[src/design/per_source_connection_admission_assert.svh]
// assertion macros for the per-source connection admission block
`ifndef PER_SOURCE_CONNECTION_ADMISSION_ASSERT_SVH
`define PER_SOURCE_CONNECTION_ADMISSION_ASSERT_SVH

`ifndef SYNTH

// same-cycle implication, checked on every clock edge outside reset
`define PSCA_ASSERT_IMPLY(label, ante, cons) \
	label: assert property (@(posedge clk) disable iff (!arst_n) (ante) |-> (cons)) \
		else $error("psca: same-cycle check failed");

// next-cycle implication
`define PSCA_ASSERT_NEXT(label, ante, cons) \
	label: assert property (@(posedge clk) disable iff (!arst_n) (ante) |=> (cons)) \
		else $error("psca: next-cycle check failed");

`else

`define PSCA_ASSERT_IMPLY(label, ante, cons)
`define PSCA_ASSERT_NEXT(label, ante, cons)

`endif

`endif

[src/design/psca_ram.sv]
// generic single-write, single-read ram with registered read data
module psca_ram #(
	parameter int WIDTH = 16,
	parameter int DEPTH = 64
) (
	input  logic                     clk,
	input  logic                     we,
	input  logic [$clog2(DEPTH)-1:0] waddr,
	input  logic [WIDTH-1:0]         wdata,
	input  logic [$clog2(DEPTH)-1:0] raddr,
	output logic [WIDTH-1:0]         rdata
);

	logic [WIDTH-1:0] mem_q [DEPTH];
	logic [WIDTH-1:0] rdata_q;

	always_ff @(posedge clk) begin
		if (we) begin
			mem_q[waddr] <= wdata;
		end
		rdata_q <= mem_q[raddr];
	end

	assign rdata = rdata_q;

endmodule
[config.mk]
export PLATFORM = sky130hd
export DESIGN_NAME = psca_ram
export DESIGN_NICKNAME = d
export VERILOG_FILES = /design/src/design/per_source_connection_admission_assert.svh /design/src/design/psca_ram.sv
export SDC_FILE = /design/constraint.sdc
export NUM_CORES = 1
export LEC_CHECK = 0
export ABC_AREA = 0
export BUFFER_PORTS_ARGS = -buffer_cell sky130_fd_sc_hd__buf_2
export CAP_MARGIN = 30
export CORE_AREA = 2 2 320 322
export DETAILED_ROUTE_END_ITERATION = 16
export DIE_AREA = 0 0 322 324
export MAX_ROUTING_LAYER = met4
export PLACE_DENSITY = 0.65
export SLEW_MARGIN = 20
export SYNTH_ARGS = -nofsm -noshare
export SYNTH_HDL_FRONTEND = slang
export SYNTH_SLANG_ARGS = --single-unit
[constraint.sdc]
create_clock -name clk -period 3.8 [get_ports clk]
set_input_delay 0 -clock clk [delete_from_list [all_inputs] [get_ports clk]]
set_output_delay 0 -clock clk [all_outputs]
set_load 0.03 [all_outputs]
==> run metrics <==
Final Slew Violations 0; Worst EP required 4.31 ns; GRT Util Overall 0.1899; max_cap viols 0; setup TNS 0 ns; first-pass GRT wire length 138.1 mm; clock transition at the registers of the reported paths 0.06 ns; Top delay family on crit path compound AO/OA/AOI/OAI gates; CP max stage cell a31oi_1; number of global-route vias before repair 19.42k; ys flop type edfxtp_1; layout cell share with drive strength beyond 1 0.2725; Clock Latency Late Sink 0.66 ns; H-tree depth 3; worst vdd ir 0.0003162 V; peak per-stage delay on the critical path 0.59 ns; Die Ht 324 um; slew margin rel. 0.3352; library cells used by synthesis 43; Clock Skew approximately 0.017 ns; Initial Util 0.3964; Final setup viols 0; grt total ovfl 0; PortBufs between 40 and 50; initial antenna violation count 7; CTS resizes 0; IO Pins 46; core box area roughly 0.1 sq mm; Mean Syn Cell Area around 22 sq um; syn nets approximately 1.9k; number of buffers added for setup after CTS 0; crit path buf inv count 0; Comb power frac 0.052; number of hold buffers added after CTS 13; placed inst area approximately 0.042 sq mm; Leak Pwr 14.47 nW; CP Launch Type register; post-route insts no fill approximately 3.4k; Psw 5.030 mW; Setup crit end kind register; Finished Cell Area 0.04576 sq mm; Vias/cell 5.733; FMAX 445.9 MHz; CTS tree built; largest net degree at the start of global routing 74; Num CTS Buffers 103; Rows about 120; die width 322 um; asr flop ratio synth 0; Setup CP Type reg2reg; Syn Inst Count about 1.8k; placed cells between 3k and 4k; P_int 18.91 mW; Period Utilization, post-route 0.5902; Clock Path Buffers 3; DR iter-0 viols 2422; routed vias 19.51k; Critical Path AT 2.75 ns; GPL Wtd Cong 0.8355; CTS sink cnt 1040; HPWL Detailed just under 60 mm; Worst Max-Slew Pin Slew 0.9868 ns; sequential fraction of the synthesis area 0.7759; worst-path fanout max 1; Reg2Reg Setup Slack ~1.6 ns; Hold Vio Cnt, Final 0; HP Class in2reg; EDFF count, synth 1024; CTS root buf clkbuf_16; #FFs+latches synth 1040; First-pass DRT Iterations 5; final net count between 2k and 2.5k; Reg power frac 0.533; Routed Antenna Nets 0; PwrDens 523.2 mW/mm^2; switching share of power 0.2101; mapped cell area 0.04004 sq mm; status finished, final reports clean; drt drc 0; total wire length 95.87 mm; fin util 0.4531; hold slack 0.04855 ns; die footprint 0.1043 sq mm; Avg WL per Cell 28.16 um; synth-to-layout area growth 14.29%; Clk pwr share 0.415; fin crit period between 2 and 2.5 ns; Synthesis Warnings 0; Cell Chain, Critical Path mux4_2, mux2i_1, a22oi_1, a31oi_1, a311oi_1; RSZ-0062 raised after global routing no
per-stage QoR:
stage	power, mW	worst slack [ns]
2_1_floorplan	13.67	1.765
3_3_place_gp	14.20	0.9916
3_5_place_dp	14.23	0.9988
4_1_cts	24.08	1.571
5_1_grt	24.60	1.562
6_report	23.94	1.557
registers in the layout, indices dropped and copies added (netlist names):
name and count:
mem_q 1024, rdata 16
final cells by class:
cell class	count	area [sq um]
diodes	3	7.507
well taps	1309	1638
multi-input cells	685	8277
repair buffers	180	1473
clock buffers	128	2735
flip-flops and latches	1040	31070
clock inverters	59	564.3
fillers	8342	55250
cell usage after synthesis (6+ instances only):
master | instances | area [sq um]
mux2_2 | 27 | 304.0
nand2_1 | 59 | 221.5
a211oi_1 | 8 | 60.06
a221oi_1 | 16 | 140.1
clkbuf_1 | 24 | 90.09
mux4_2 | 220 | 4955
buf_4 | 13 | 97.59
a22oi_1 | 39 | 292.8
buf_2 | 36 | 180.2
buf_6 | 17 | 191.4
a22o_1 | 6 | 52.55
nor2b_1 | 30 | 187.7
nand3_1 | 24 | 120.1
a31oi_1 | 8 | 50.05
edfxtp_1 | 1024 | 30750
a311oi_1 | 8 | 70.07
nor2_1 | 72 | 270.3
a211o_1 | 8 | 70.07
mux2i_1 | 85 | 850.8
a21oi_1 | 17 | 85.08
dfxtp_1 | 16 | 320.3
nand4_1 | 12 | 75.07
a221o_1 | 6 | 60.06
power by group through the flow:
stage,sequential (mW),clock [mW],combinational [mW]
global placement,13.0,0,1.20
floorplan,13.0,0,0.657
global route,12.8,10.5,1.31
detailed placement,13.0,0,1.23
CTS,12.8,10.1,1.25
finish,12.8,9.95,1.24
logic make-up (layout without fill, tap and decap cells):
group                  Yosys count  in the layout  share of synthesized area
and+or+nand+nor                220            220                    0.02647
AOI/OAI and AO/OA              129            129                    0.02409
muxes                          336            336                     0.1552
DFF                           1040           1040                     0.7759
other                            0              3                          0
buffers and inverters          104            367                    0.01831
worst paths after layout:
kind	startpoint	endpoint	depth (start not counted)
worst max register to register	mem_q[19][3]	rdata[3]	5
worst min register to register	mem_q[3][8]	rdata[8]	5
worst min-delay path	wdata[8]	mem_q[50][8]	2
worst max-delay path	mem_q[19][3]	rdata[3]	5
cells in the final DEF, fill, tap and decap left out, types with 27 or more instances in the layout:
cell type  instances
a22oi_1           39
buf_2             42
buf_4            102
clkbuf_16        106
edfxtp_1        1024
mux2_2            27
mux2i_1           85
mux4_2           220
nand2_1           59
nor2_1            67
nor2b_1           29
routing by layer:
layer,track usage,wire length [um]
met3,0.02516,7804
met4,0.05026,2312
met5,-,0
met2,0.2949,45830
met1,0.2663,39920
No activity file was read; power rests on OpenSTA's default activity.
